==> config.mk <==
export PLATFORM = sky130hd
export DESIGN_NAME = signed_unsigned_divider_64_flat
export DESIGN_NICKNAME = d
export VERILOG_FILES = /design/src/design/sud64_pkg.sv /design/src/design/sud64_if.sv /design/src/design/signed_unsigned_divider_64.sv /design/src/design/sud64_ctrl.sv /design/src/design/sud64_dp.sv /design/src/flat_wrapper.sv
export VERILOG_INCLUDE_DIRS = /design/src /design/src/design
export SDC_FILE = /design/constraint.sdc
export NUM_CORES = 1
export LEC_CHECK = 0
export BUFFER_PORTS_ARGS = -buffer_cell sky130_fd_sc_hd__buf_2
export CAP_MARGIN = 20
export CORE_ASPECT_RATIO = 1.2
export CORE_UTILIZATION = 60
export CTS_CLUSTER_DIAMETER = 60
export DETAILED_ROUTE_END_ITERATION = 10
export GPL_ROUTABILITY_DRIVEN = 0
export PLACE_DENSITY_LB_ADDON = 0.1
export SETUP_SLACK_MARGIN = 0.02
export SYNTH_ARGS = -nofsm -noshare
export SYNTH_HDL_FRONTEND = slang
export SYNTH_SLANG_ARGS = --single-unit
==> constraint.sdc <==
create_clock -name i_clk -period 8.2 [get_ports i_clk]
set_input_delay 1.23 -clock i_clk [delete_from_list [all_inputs] [get_ports i_clk]]
set_output_delay 1.23 -clock i_clk [all_outputs]
set_load 0.01 [all_outputs]
==> src/design/signed_unsigned_divider_64_defines.svh <==
// Assertion macros used by the divider controller
`ifndef SIGNED_UNSIGNED_DIVIDER_64_DEFINES_SVH
`define SIGNED_UNSIGNED_DIVIDER_64_DEFINES_SVH

// Same-cycle implication, checked out of reset
`define SUD_ASSERT_NOW(lbl, clk, rst_n, ante, cons, msg) \
    lbl: assert property (@(posedge clk) disable iff (!(rst_n)) (ante) |-> (cons)) \
        else $error(msg);

// Next-cycle implication, checked out of reset
`define SUD_ASSERT_NEXT(lbl, clk, rst_n, ante, cons, msg) \
    lbl: assert property (@(posedge clk) disable iff (!(rst_n)) (ante) |=> (cons)) \
        else $error(msg);

`endif

==> src/design/sud64_pkg.sv <==
// Package: field widths and controller/datapath command and status types
package sud64_pkg;

    // Width of every operand and result field on the channels
    localparam int FIELD_W = 64;

    // Commands from the controller to the datapath
    typedef struct packed {
        logic load;   // take a new word, form magnitudes
        logic step;   // one restoring shift-and-subtract step
        logic fix;    // sign fix-up into the output register
    } t_cmd;

    // Status from the datapath to the controller
    typedef struct packed {
        logic zero_div;   // incoming divisor is zero (in the active width)
    } t_sts;

endpackage

==> src/design/sud64_if.sv <==
// Channel interfaces: operand word in, result word out
interface sud64_in_if;
    import sud64_pkg::*;

    logic               valid;
    logic               ready;
    logic [FIELD_W-1:0] dividend;
    logic [FIELD_W-1:0] divisor;
    logic               signed_mode;

    modport source (output valid, output dividend, output divisor, output signed_mode,
                    input ready);
    modport sink   (input valid, input dividend, input divisor, input signed_mode,
                    output ready);
endinterface

interface sud64_out_if;
    import sud64_pkg::*;

    logic               valid;
    logic               ready;
    logic [FIELD_W-1:0] quotient;
    logic [FIELD_W-1:0] remainder;
    logic               div_by_zero;

    modport source (output valid, output quotient, output remainder, output div_by_zero,
                    input ready);
    modport sink   (input valid, input quotient, input remainder, input div_by_zero,
                    output ready);
endinterface

==> src/design/signed_unsigned_divider_64.sv <==
// Each word: operand accept, then one quotient bit per cycle in the restoring subtract loop,
// then the sign fix-up, which waits while the output register still holds an untaken result.
// A new operand word is taken only once the previous word has passed the sign fix-up.
// A zero divisor skips the loop and goes from accept straight to the sign fix-up.
// The next operand word is taken while a finished result waits in the output register.
// Reset: synchronous, active low; clears controller state and output valid, no flush pass.
module signed_unsigned_divider_64 #(
    parameter int DATA_WIDTH = 64
) (
    input  logic           i_clk,
    input  logic           i_rst_n,
    sud64_in_if.sink       i_in,
    sud64_out_if.source    o_out
);
    import sud64_pkg::*;

    t_cmd cmd;
    t_sts sts;

    // Sequencing
    sud64_ctrl #(
        .DATA_WIDTH (DATA_WIDTH)
    ) u_ctrl (
        .i_clk       (i_clk),
        .i_rst_n     (i_rst_n),
        .i_in_valid  (i_in.valid),
        .o_in_ready  (i_in.ready),
        .o_out_valid (o_out.valid),
        .i_out_ready (o_out.ready),
        .i_sts       (sts),
        .o_cmd       (cmd)
    );

    // Arithmetic
    sud64_dp #(
        .DATA_WIDTH (DATA_WIDTH)
    ) u_dp (
        .i_clk         (i_clk),
        .i_cmd         (cmd),
        .o_sts         (sts),
        .i_dividend    (i_in.dividend),
        .i_divisor     (i_in.divisor),
        .i_signed_mode (i_in.signed_mode),
        .o_quotient    (o_out.quotient),
        .o_remainder   (o_out.remainder),
        .o_div_by_zero (o_out.div_by_zero)
    );

endmodule

==> src/design/sud64_ctrl.sv <==
// Divider controller: handshakes, step counter and sequencing state machine
`include "signed_unsigned_divider_64_defines.svh"

module sud64_ctrl #(
    parameter int DATA_WIDTH = 64
) (
    input  logic            i_clk,
    input  logic            i_rst_n,
    input  logic            i_in_valid,
    output logic            o_in_ready,
    output logic            o_out_valid,
    input  logic            i_out_ready,
    input  sud64_pkg::t_sts i_sts,
    output sud64_pkg::t_cmd o_cmd
);
    import sud64_pkg::*;

    localparam int CNT_W = $clog2(DATA_WIDTH);

    typedef enum logic [1:0] {
        S_IDLE,
        S_RUN,
        S_FIX
    } t_state;

    t_state           r_state, n_state;
    logic [CNT_W-1:0] r_cnt, n_cnt;
    logic             r_out_valid, n_out_valid;
    logic             out_free;
    logic             accept;

    // Output register can take a word this cycle
    assign out_free = !r_out_valid || i_out_ready;
    assign accept   = i_in_valid && (r_state == S_IDLE);

    assign o_in_ready  = (r_state == S_IDLE);
    assign o_out_valid = r_out_valid;

    // Commands to the datapath
    always_comb begin
        o_cmd.load = accept;
        o_cmd.step = (r_state == S_RUN);
        o_cmd.fix  = (r_state == S_FIX) && out_free;
    end

    // Next state, counter and output valid
    always_comb begin
        n_state     = r_state;
        n_cnt       = r_cnt;
        n_out_valid = r_out_valid;
        if (r_out_valid && i_out_ready) begin
            n_out_valid = 1'b0;
        end
        unique case (r_state)
            S_IDLE: begin
                if (accept) begin
                    n_cnt   = CNT_W'(DATA_WIDTH - 1);
                    n_state = i_sts.zero_div ? S_FIX : S_RUN;
                end
            end
            S_RUN: begin
                n_cnt = r_cnt - 1'b1;
                if (r_cnt == '0) begin
                    n_state = S_FIX;
                end
            end
            S_FIX: begin
                if (out_free) begin
                    n_out_valid = 1'b1;
                    n_state     = S_IDLE;
                end
            end
            default: n_state = S_IDLE;
        endcase
    end

    // State and registered outputs
    always_ff @(posedge i_clk) begin
        if (!i_rst_n) begin
            r_state     <= S_IDLE;
            r_cnt       <= '0;
            r_out_valid <= 1'b0;
        end else begin
            r_state     <= n_state;
            r_cnt       <= n_cnt;
            r_out_valid <= n_out_valid;
        end
    end

    // Checks
    `SUD_ASSERT_NEXT(a_start_run, i_clk, i_rst_n, accept && !i_sts.zero_div, (r_state == S_RUN) && (r_cnt == CNT_W'(DATA_WIDTH - 1)), "run did not start with a full count")
    `SUD_ASSERT_NEXT(a_run_ends, i_clk, i_rst_n, (r_state == S_RUN) && (r_cnt == '0), r_state == S_FIX, "last step not followed by fix-up")
    `SUD_ASSERT_NEXT(a_fix_valid, i_clk, i_rst_n, o_cmd.fix, r_out_valid, "fixed-up result not presented")
    `SUD_ASSERT_NEXT(a_out_hold, i_clk, i_rst_n, r_out_valid && !i_out_ready, r_out_valid, "result word dropped while stalled")

endmodule

==> src/design/sud64_dp.sv <==
// Divider datapath: magnitudes, restoring shift-and-subtract, sign fix-up
module sud64_dp #(
    parameter int DATA_WIDTH = 64
) (
    input  logic                          i_clk,
    input  sud64_pkg::t_cmd               i_cmd,
    output sud64_pkg::t_sts               o_sts,
    input  logic [sud64_pkg::FIELD_W-1:0] i_dividend,
    input  logic [sud64_pkg::FIELD_W-1:0] i_divisor,
    input  logic                          i_signed_mode,
    output logic [sud64_pkg::FIELD_W-1:0] o_quotient,
    output logic [sud64_pkg::FIELD_W-1:0] o_remainder,
    output logic                          o_div_by_zero
);
    import sud64_pkg::*;

    localparam int W = DATA_WIDTH;

    logic [W-1:0] a_in, b_in, a_mag, b_mag;
    logic         na, nb;
    logic [W:0]   trial;
    logic         q_bit;
    logic [W-1:0] rem_next;
    logic [W-1:0] q_fix, r_fix;

    logic [W-1:0] r_rem;
    logic [W-1:0] r_quo;      // dividend shifts out at the top, quotient in at the bottom
    logic [W-1:0] r_div;
    logic         r_neg_q, r_neg_r, r_zero;
    logic [W-1:0] r_q_out, r_r_out;
    logic         r_z_out;

    // Operands in the active width and their magnitudes
    assign a_in  = i_dividend[W-1:0];
    assign b_in  = i_divisor[W-1:0];
    assign na    = i_signed_mode && a_in[W-1];
    assign nb    = i_signed_mode && b_in[W-1];
    assign a_mag = na ? (~a_in + 1'b1) : a_in;
    assign b_mag = nb ? (~b_in + 1'b1) : b_in;

    assign o_sts.zero_div = (b_in == '0);

    // One restoring step: trial subtract of the divisor from the shifted remainder
    assign trial    = {r_rem, r_quo[W-1]} - {1'b0, r_div};
    assign q_bit    = !trial[W];
    assign rem_next = q_bit ? trial[W-1:0] : {r_rem[W-2:0], r_quo[W-1]};

    // Sign fix-up
    assign q_fix = r_neg_q ? (~r_quo + 1'b1) : r_quo;
    assign r_fix = r_neg_r ? (~r_rem + 1'b1) : r_rem;

    always_ff @(posedge i_clk) begin
        if (i_cmd.load) begin
            r_rem   <= '0;
            r_quo   <= a_mag;
            r_div   <= b_mag;
            r_neg_q <= na ^ nb;
            r_neg_r <= na;
            r_zero  <= (b_in == '0);
        end else if (i_cmd.step) begin
            r_rem <= rem_next;
            r_quo <= {r_quo[W-2:0], q_bit};
        end
        if (i_cmd.fix) begin
            r_q_out <= r_zero ? '0 : q_fix;
            r_r_out <= r_zero ? '0 : r_fix;
            r_z_out <= r_zero;
        end
    end

    assign o_quotient    = FIELD_W'(r_q_out);
    assign o_remainder   = FIELD_W'(r_r_out);
    assign o_div_by_zero = r_z_out;

endmodule
==> src/flat_wrapper.sv <==
// flat-port wrapper written by rule: the top's interface ports become plain ports
module signed_unsigned_divider_64_flat import sud64_pkg::*;
#(
    parameter int DATA_WIDTH = 64
)
  (i_clk, i_rst_n, i_in_valid, i_in_dividend, i_in_divisor, i_in_signed_mode, i_in_ready, o_out_valid, o_out_quotient, o_out_remainder, o_out_div_by_zero, o_out_ready);
  sud64_in_if i_in_i ();
  sud64_out_if o_out_i ();
  input  logic i_clk;
  input  logic i_rst_n;
  input wire logic [$bits(i_in_i.valid)-1:0] i_in_valid;
  input wire logic [$bits(i_in_i.dividend)-1:0] i_in_dividend;
  input wire logic [$bits(i_in_i.divisor)-1:0] i_in_divisor;
  input wire logic [$bits(i_in_i.signed_mode)-1:0] i_in_signed_mode;
  output wire logic [$bits(i_in_i.ready)-1:0] i_in_ready;
  output wire logic [$bits(o_out_i.valid)-1:0] o_out_valid;
  output wire logic [$bits(o_out_i.quotient)-1:0] o_out_quotient;
  output wire logic [$bits(o_out_i.remainder)-1:0] o_out_remainder;
  output wire logic [$bits(o_out_i.div_by_zero)-1:0] o_out_div_by_zero;
  input wire logic [$bits(o_out_i.ready)-1:0] o_out_ready;
  assign i_in_i.valid = i_in_valid;
  assign i_in_i.dividend = i_in_dividend;
  assign i_in_i.divisor = i_in_divisor;
  assign i_in_i.signed_mode = i_in_signed_mode;
  assign i_in_ready = i_in_i.ready;
  assign o_out_valid = o_out_i.valid;
  assign o_out_quotient = o_out_i.quotient;
  assign o_out_remainder = o_out_i.remainder;
  assign o_out_div_by_zero = o_out_i.div_by_zero;
  assign o_out_i.ready = o_out_ready;
  signed_unsigned_divider_64 #(.DATA_WIDTH(DATA_WIDTH)) u_core (.i_clk(i_clk), .i_rst_n(i_rst_n), .i_in(i_in_i), .o_out(o_out_i));
endmodule
# [Yosys cells after proc, flatten, opt, wreduce, memory -nomap -nowiden]
# Index checks and enable logic that the tools add are counted.
[word_totals] register_bits=333 inputBits=133 out_inout_bits=131 wordCells=60
[classes] addsub=6 n_eq_ne=5 muxes=17 n_bitwise=5 n_reduce_logical=15
[ops] operator="2-to-1 mux 64 bit" count=7
[ops] operator="adder 64 x 1 -> 64 bit (second input constant)" count=4
[ops] operator="NOT 64 bit" count=4
[ops] operator="subtractor 65 x 64 -> 65 bit" count=1
[ops] operator="zero test 64 bit" count=1
[ops] operator="one-hot mux 6 bit (2 select lines)" count=1
[ops] operator="2-to-1 mux 2 bit" count=4
[ops] operator="zero test 6 bit" count=1
[ops] operator="2-to-1 mux 6 bit" count=1
[ops] operator="one-hot mux 2 bit (3 select lines)" count=1
[ops] operator="subtractor 6 x 1 -> 6 bit (second input constant)" count=1
[ops] operator="logical AND 1 bit" count=5
[ops] operator="!= test 2 bit (second input constant)" count=2
[ops] operator="nonzero test 2 bit" count=2
[ops] operator="2-to-1 mux 1 bit" count=3
[ops] operator="AND reduction 3 bit" count=1
[ops] operator="equality test 2 x 1 -> 1 bit (second input constant)" count=1
[ops] operator="equality test 2 bit (second input constant)" count=1
[ops] operator="zero test 1 bit" count=2
[ops] operator="zero test 2 bit" count=1
[ops] operator="!= test 2 x 1 -> 1 bit (second input constant)" count=1
[ops] operator="AND reduction 2 bit" count=1
[ops] operator="logical OR 1 bit" count=1
[ops] operator="XOR 1 bit" count=1

# [Longest topological paths before layout]
# Gate-level depths: netlist (run 1).
[depth] word_depth=4 mapped_depth=15 mapped_depth_nobuf=13

# [Hierarchy]
# A second synthesis (run 1) with hierarchy kept.
[hier_totals] cells_unflattened=2332 hier_area_um2=21483.1
[modules_own_cells] mod="sud64_dp" n_inst=1 cells_each=2274 area_per_inst_um2=20983.9 seq_area_each_um2=9088.7
[modules_own_cells] mod="sud64_ctrl" n_inst=1 cells_each=58 area_per_inst_um2=499.2 seq_area_each_um2=180.2

# [Least setup slack after synthesis (run 1)]
# No wires, ideal clock.
[synth_timing] path_kind="input -> register" from="input o_out_ready" to="register u_core.u_dp.r_z_out, in the netlist u_core.u_dp.o_div_by_zero (enable)" setup_time_ns=0.634 arrival_time_ns=7.048 required_ns=7.566 path_slack_ns=0.518 path_stages=2 n_path_buf=0 cell_sequence="nand2b_1 > nor2b_1"
[synth_rtl] item="start: declaration" line_no="flat_wrapper.sv:20" text="input wire logic [$bits(o_out_i.ready)-1:0] o_out_ready;"
[synth_rtl] item="end signal: assignment" line_no="sud64_dp.sv:67" text="r_z_out <= r_zero;"
[synth_rtl] item="end: declaration" line_no="sud64_dp.sv:31" text="logic r_z_out;"

# [Final worst setup path (run 1)]
[layout_timing] from="register u_core.u_dp.r_quo[63]" to="register u_core.u_dp.r_rem[18]"
[layout_between] elab_chain_len=2
[layout_rtl] item="start: declaration" line_no="sud64_dp.sv:27" text="logic [W-1:0] r_quo;"
[layout_rtl] item="start signal: assignment" line_no="sud64_dp.sv:55" text="r_quo <= a_mag;"
[layout_rtl] item="start signal: assignment" line_no="sud64_dp.sv:62" text="r_quo <= {r_quo[W-2:0], q_bit};"
[layout_rtl] item="subtractor 65 x 64 -> 65 bit" line_no="sud64_dp.sv:44" text="assign trial = {r_rem, r_quo[W-1]} - {1'b0, r_div};"
[layout_rtl] item="2-to-1 mux 64 bit" line_no="sud64_dp.sv:46" text="assign rem_next = q_bit ? trial[W-1:0] : {r_rem[W-2:0], r_quo[W-1]};"
[layout_rtl] item="end signal: assignment" line_no="sud64_dp.sv:61" text="r_rem <= rem_next;"
[layout_rtl] item="end: declaration" line_no="sud64_dp.sv:26" text="logic [W-1:0] r_rem;"
# Every way passes these cells.
# A chain may end at the register's enable or synchronous reset.

==> results of run 1 <==
==> cells by family (layout without fill, tap and decap cells) <==
family                     Yosys count  after routing  share of synthesized area (%)
buffers and inverters              213            446                           3.75
DFF                                333            333                           43.2
and+or+nand+nor                    781            781                           17.0
AOI/OAI and AO/OA                  588            588                           17.0
other                                0              5                              0
muxes                               50             50                           2.33
adders and majority gates           71             71                           4.17
xor gates and xnor gates           306            306                           12.5
==> layer usage <==
layer	GRT usage [%]	share of wire, %	vias to the layer above
met5	0	0.083	-
met4	13.9	4.6	8
met3	4.55	6.4	161
met2	50.7	49	662
met1	36.0	40	8461
li1	-	-	8890
==> power by group through the flow <==
| stage | logic, uW | clock network, uW | registers, uW |
|---|---|---|---|
| 2_1_floorplan | 2810 | 0 | 2520 |
| 3_3_place_gp | 3520 | 0 | 2600 |
| 3_5_place_dp | 3620 | 0 | 2610 |
| 4_1_cts | 3660 | 1780 | 2580 |
| 5_1_grt | 4110 | 1840 | 2630 |
| 6_report | 3690 | 1760 | 2600 |
==> cells in the mapped netlist (14+ instances only) <==
| master | number |
|---|---|
| nor3_1 | 39 |
| o31ai_1 | 66 |
| nand2b_1 | 14 |
| dfxtp_1 | 73 |
| xor2_1 | 202 |
| o21a_1 | 15 |
| a21o_1 | 48 |
| nand3_1 | 40 |
| o41ai_1 | 30 |
| ha_1 | 70 |
| or3_1 | 35 |
| xnor2_1 | 104 |
| o21ai_0 | 232 |
| a32oi_1 | 16 |
| edfxtp_1 | 260 |
| a21oi_1 | 111 |
| nand4_1 | 26 |
| mux2i_1 | 50 |
| clkbuf_1 | 106 |
| nor4_1 | 27 |
| nor2_1 | 246 |
| or4_1 | 37 |
| nand2_1 | 255 |
| inv_1 | 97 |
==> stage by stage <==
step / power, uW / hold slack [ps] / cells / setup slack, ps / area [um2]
floorplan: 5330 / 446 / 2342 / 518 / 21500
finish: 8040 / 508 / 3042 / 3440 / 24400
global placement: 6120 / 477 / 2968 / 3330 / 23100
detailed placement: 6240 / 489 / 2968 / 3310 / 23100
global route: 8590 / 533 / 3042 / 3000 / 24400
CTS: 8030 / 505 / 3036 / 3410 / 24400
==> final cells by class <==
type / count / area share (%)
Antenna cell: 5 / 0.0512
Clock inverter: 15 / 0.794
Sequential cell: 333 / 38.0
Tap cell: 462 / 2.37
Multi-Input combinational cell: 1796 / 46.8
Inverter: 99 / 1.52
Timing Repair Buffer: 279 / 5.96
Clock buffer: 53 / 4.54
==> sequential cells by signal, indices dropped and copies added, names as in the netlist <==
register                   flops
u_core.u_dp.o_div_by_zero      1
u_core.u_dp.r_zero             1
u_core.u_dp.r_rem             64
u_core.u_ctrl.r_state          2
u_core.u_dp.r_neg_q            1
u_core.u_ctrl.o_out_valid      1
u_core.u_dp.r_div             64
u_core.u_ctrl.r_cnt            6
u_core.u_dp.r_neg_r            1
u_core.u_dp.r_quo             64
u_core.u_dp.o_remainder       64
u_core.u_dp.o_quotient        64
==> placed cells by master (no fill, tap or decap), types with 16 or more instances in the layout <==
master,instances
xor2_1,201
nor4_1,27
o21ai_0,232
nor2_1,245
a32oi_1,16
nor3_1,39
nand3_1,40
nand2_1,254
a21o_1,48
dfxtp_1,73
inv_1,96
nand4_1,26
or3_1,35
edfxtp_1,260
or4_1,37
mux2i_1,50
buf_2,263
ha_1,70
xnor2_1,104
o41ai_1,30
o31ai_1,66
clkbuf_16,40
a21oi_1,111
==> worst max-delay path: stages (launching register included) <==
cell and delay, ps:
edfxtp_1 340, inv_1 100, ha_1 240, fa_1 430, nor2b_1 200, o2111ai_1 150
a311oi_1 460, nand2_1 160, a31oi_1 380, o2111ai_1 180, nand3_1 260, xor2_4 740
buf_4 600, mux2i_1 260, o21ai_0 100
==> path summary, 6_finish.rpt <==
path	to	start	depth (start not counted)	slack, ps
max	u_core.u_dp.r_rem[18]$_SDFFE_PP0P_	u_core.u_dp.r_quo[63]$_DFFE_PP_	14	3440
min	u_core.u_ctrl.r_cnt[3]$_SDFFE_PN0P_	u_core.u_ctrl.r_cnt[3]$_SDFFE_PN0P_	1	510
max reg2reg	u_core.u_dp.r_rem[18]$_SDFFE_PP0P_	u_core.u_dp.r_quo[63]$_DFFE_PP_	14	3440
min reg2reg	u_core.u_ctrl.r_cnt[3]$_SDFFE_PN0P_	u_core.u_ctrl.r_cnt[3]$_SDFFE_PN0P_	1	510
==> results.yml, run 1 <==
run_status:
  status: "completed"
floorplanning:
  initial_core_util_pct: 61.2
  io_pins: 264
  fp.dieW_um: 175
  rows: 75
  die-area_mm2: 0.0365
  dieHeight_um: 209
  core_mm2: 0.0351
power_and_ir_drop:
  intPower_uw: 4740
  p_per_area_mw_per_mm2: 329
  clock_power_share_pct: 21.9
  sw_frac_of_total_pct: 41.0
  leakagePower_uw: 0.00989
  p_sw_uw: 3300
  pwr-share-seq_pct: 32.3
  ir_drop_mv: 0.178
  comb_power_share_pct: 45.8
synth:
  yosysWarnings: 0
  synthFlopType: "edfxtp_1"
  synth.area.top_cells: "edfxtp_1 (36%), xor2_1 (8.2%), dfxtp_1 (6.8%)"
  synth_top_area_share_pct: 36.4
  ys_seq_elements: 333
  ys_types: 67
  yosysTopAreaCell: "edfxtp_1"
  syn_nets: 2546
  syn-instance-count: 2342
  async_reset_ff_share_pct: 0
  post_synth.cell_area_avg_um2: 9.16
  synth_area_mm2: 0.0215
  synth-edff-count: 260
  ys_seq_area_share_pct: 43.2
finish:
  final_util_pct: 69.6
  seqCellArea_mm2: 0.00927
  fin_nets: 2750
  area_growth_pct: 13.8
  drive_above_1_share_pct: 14.4
  multiInputGateArea_mm2: 0.0114
  nFillCells: 2772
timing:
  finalHoldViolations: 0
  setup_viol: 0
  min_period_ps: 4760
  maxSlewViolCount: 0
  max_freq_ghz: 0.210
  fin_tns_setup_ps: 0
  finClkSkew_ps: 19.3
  relSlewSlack_pct: 33.5
  grt_setup_unrepaired: "no"
  fin_crit_sh_pct: 58.1
  tightest_slew_ps: 991
clock_network:
  cts_resized: 0
  cts_made_buffers: 37
  cts_buffer_depth: 3
  clkLatencyLatePin_ps: 540
  post-cts-setup-buffers: 0
  path_clk_slew_ps: 60
  ctsHoldBuffers: 0
  cts_sinks: 333
  h-tree-depth: 2
  cts-root-buf: "clkbuf_16"
  cts_tree: "built"
placed_design:
  hpwl_um: 40400
  port_buffers: 263
global_routing:
  grt_max_degree: 80
  grt_pass1_vias: 17000
  grt_pass1_wl_um: 86100
  grt_use_total_pct: 29.4
  antenna_found_initial: 9
  overflow: 0
drt:
  finalWirelength_um: 54500
  vias_per_cell: 5.98
  routedWlPerCell_um: 17.9
  dr.pass1.iters: 5
  vias: 18200
  drc: 0
  ant_nets: 0
  drt_first_iter_violations: 1337
setup_path:
  cp-end-kind: "flip-flop"
  arrival_ps: 5160
  crit_required_ps: 8590
  crit_fanout: 32
  critPathKind: "reg -> reg"
  critPathLaunchType: "flip-flop"
worst_hold_path:
  hold_path.class: "reg -> reg"
run:
  max_cap_violations: 0
No activity file was read; power rests on OpenSTA's default activity.
==> run 2: changes to the inputs <==
- ABC_AREA: not set -> 1
- clock period: 8.2 -> 4.53 ns (I/O delays scaled with it)
==> run 2 against run 1 <==
Compared with the run above:
- clock power up 81%
- area after synthesis up 28%
- critical path depth rose by 2
- sequential power increased by 94%
- total power grew to 2.5 times the previous value
- design area up 26%
- register-to-register slack worse by 2300 ps
- worst setup slack worse by 2300 ps
- largest cell class unchanged
- synthesized cell count grew 82%
- non-clock buffer count is 12 higher
==> results.yml, run 2 <==
run_status:
  status: "completed"
floorplanning:
  rows: 85
  core_mm2: 0.0451
  io_pins: 264
  dieHeight_um: 237
  die-area_mm2: 0.0468
  initial_core_util_pct: 61.1
  fp.dieW_um: 198
setup_path:
  crit_top_cell: "nand2_1"
  reg2reg_to: "u_core.u_dp.r_rem[36]$_SDFFE_PP0P_"
  r2r-start: "u_core.u_dp.r_rem[46]$_SDFFE_PP0P_"
  slowest_stage: "dfxtp_1"
  slowest_delay_ps: 700
  crit_fanout: 37
  crit_required_ps: 5010
  cp-endpoint: "u_core.u_dp.r_rem[36]$_SDFFE_PP0P_"
  crit_chain: "ha_1, nand2_1, inv_2, nand2_1, inv_1, nand2_1, nand2_1, inv_1, nand2_1, a21oi_2, nand3_1, nand2_4, buf_12, nand2_1, nand3_1, nand2_1"
  reg2reg_depth: 16
  arrival_ps: 3830
  cp-end-kind: "flip-flop"
  r2r_setup_slack_ps: 1180
  critPathLaunchType: "flip-flop"
  critPathKind: "reg -> reg"
  critPathLaunch: "u_core.u_dp.r_rem[46]$_SDFFE_PP0P_"
finish:
  nFillCells: 4239
  area_growth_pct: 11.5
  fin_nets: 4695
  stdcell_area_mm2: 0.0307
  final_common_cell: "nand2_1"
  final_cell_mix: "nand2_1 (1404), inv_1 (717), nor2_1 (445), buf_2 (263), edfxtp_1 (260)"
  drive_above_1_share_pct: 11.4
synth:
  synth_area_mm2: 0.0276
  yosysWarnings: 0
  syn_nets: 4455
  synth-edff-count: 260
  syn-instance-count: 4251
  yosysTopAreaCell: "edfxtp_1"
  ys_types: 51
  synth.area.top_cells: "edfxtp_1 (28%), nand2_1 (19%), inv_1 (9.8%)"
  ys_seq_area_share_pct: 33.6
  post_synth.cell_area_avg_um2: 6.48
  synth_most_common_cell: "nand2_1"
  ys_seq_elements: 333
  netlist_top_cells_count: "nand2_1 (1404), inv_1 (719), nor2_1 (448), edfxtp_1 (260), nand3_1 (223)"
  async_reset_ff_share_pct: 0
  synth_top_area_share_pct: 28.3
  synthFlopType: "edfxtp_1"
placed_design:
  hpwl_um: 77300
  port_buffers: 263
  placed_cell_area_mm2: 0.0295
  place_ws_ps: 1310
global_routing:
  grt_pass1_wl_um: 150000
  grt_max_degree: 93
  grt_pass1_vias: 27000
  overflow: 0
  grt_use_total_pct: 42.8
  antenna_found_initial: 8
run:
  max_cap_violations: 0
drt:
  vias_per_cell: 5.65
  routedWlPerCell_um: 19.3
  ant_nets: 0
  dr.pass1.iters: 6
  vias: 29000
  finalWirelength_um: 99100
  drt_first_iter_violations: 3209
  drc: 0
clock_network:
  cts_sinks: 333
  cts-root-buf: "clkbuf_16"
  ctsHoldBuffers: 0
  cts_made_buffers: 38
  post-cts-setup-buffers: 0
  path_clk_slew_ps: 60
  cts_tree: "built"
  clkLatencyLatePin_ps: 620
  h-tree-depth: 2
  cts_buffer_depth: 3
  cts_resized: 0
power_and_ir_drop:
  ir_drop_mv: 0.584
  p_per_area_mw_per_mm2: 660
  leakagePower_uw: 0.0153
timing:
  setup_viol: 0
  finalHoldViolations: 0
  fin_tns_setup_ps: 0
  min_period_ps: 3350
  relSlewSlack_pct: 29.5
  finClkSkew_ps: 62.3
  tightest_slew_ps: 1060
  max_freq_ghz: 0.298
  fin_crit_sh_pct: 74.0
  setup_slack_ps: 1180
  grt_setup_unrepaired: "no"
  maxSlewViolCount: 0
worst_hold_path:
  hold_path.class: "in -> reg"
## run 2: changes by cell type in the layout (fill, tap and decap cells not counted), sizes merged, moves of 50 or more
cell   delta
o31ai    -62
nand2  +1203
nand4    +56
nand3   +217
mux2i    -50
a21oi    +61
nor3     +91
xor2     -72
nor2    +227
inv     +647
xnor2    -89
## run 2: worst max-delay path: cells and delay by family, from the launching register on
| family | cells | cell delay [ps] |
|---|---|---|
| flip-flops | 1 | 700 |
| AO/OA/AOI/OAI | 1 | 200 |
| buffers and inverters | 4 | 500 |
| adder cells (fa/ha/maj) | 1 | 400 |
| AND/OR/NAND/NOR | 10 | 1410 |
## run 2: logic make-up after synthesis
logic type	Yosys count	synth area share [%]
and+or+nand+nor	2465	39.1
xor gates and xnor gates	145	4.61
buffers and inverters	838	11.8
adders and majority gates	71	3.25
AOI/OAI and AO/OA	399	7.69
DFF	333	33.6
## run 2: worst min path at each step
stage / startpoint / endpoint / slack, ps / cells past startpoint
5_1_grt: i_in_divisor[0] / u_core.u_dp.r_div[0]$_DFFE_PP_ / 380 / 1
4_1_cts: i_rst_n / u_core.u_ctrl.r_cnt[3]$_SDFFE_PN0P_ / 360 / 3
3_5_place_dp: u_core.u_ctrl.r_cnt[5]$_SDFFE_PN0P_ / u_core.u_ctrl.r_cnt[5]$_SDFFE_PN0P_ / 470 / 1
3_3_place_gp: u_core.u_ctrl.r_cnt[5]$_SDFFE_PN0P_ / u_core.u_ctrl.r_cnt[5]$_SDFFE_PN0P_ / 460 / 1
6_report: i_rst_n / u_core.u_ctrl.r_cnt[4]$_SDFFE_PN0P_ / 390 / 3
2_1_floorplan: u_core.u_dp.r_zero$_DFFE_PP_ / u_core.u_dp.o_div_by_zero$_DFFE_PP_ / 420 / 0
## run 2: report_power, final
group | switching (uW) | total, uW | leakage (uW) | internal [uW]
clock network | 1360 | 3190 | 0.000616 | 1840
logic | 8470 | 12100 | 0.0117 | 3590
registers | 905 | 5040 | 0.00306 | 4140
## run 2: per-stage QoR
| stage | instances | util [%] | hold WS [ps] | power (uW) |
|---|---|---|---|---|
| 3_5_place_dp | 5060 | 65.3 | 466 | 16400 |
| 4_1_cts | 5129 | 68.2 | 364 | 19600 |
| 3_3_place_gp | 5060 | 65.3 | 461 | 16300 |
| 6_report | 5134 | 68.2 | 389 | 20300 |
| 5_1_grt | 5129 | 68.2 | 377 | 21600 |
| 2_1_floorplan | 4251 | - | 424 | 13100 |
## run 2: metal layers
metal	up-vias	wire (um)	GRT usage [%]
met5	-	51	0
met4	8	9750	36.2
met3	506	11000	13.7
met2	1720	43700	66.5
met1	12800	34600	47.5
li1	14000	-	-
## run 2: area by class of cell
cell class | count | area, um2 | area share (%)
Antenna cell | 5 | 12.5 | 0.0407
Inverter | 747 | 2810 | 9.13
Clock buffer | 48 | 1010 | 3.28
Tap cell | 609 | 762 | 2.48
Multi-Input combinational cell | 3080 | 15100 | 49.0
Clock inverter | 21 | 255 | 0.830
Timing Repair Buffer | 291 | 1550 | 5.05
Sequential cell | 333 | 9270 | 30.1
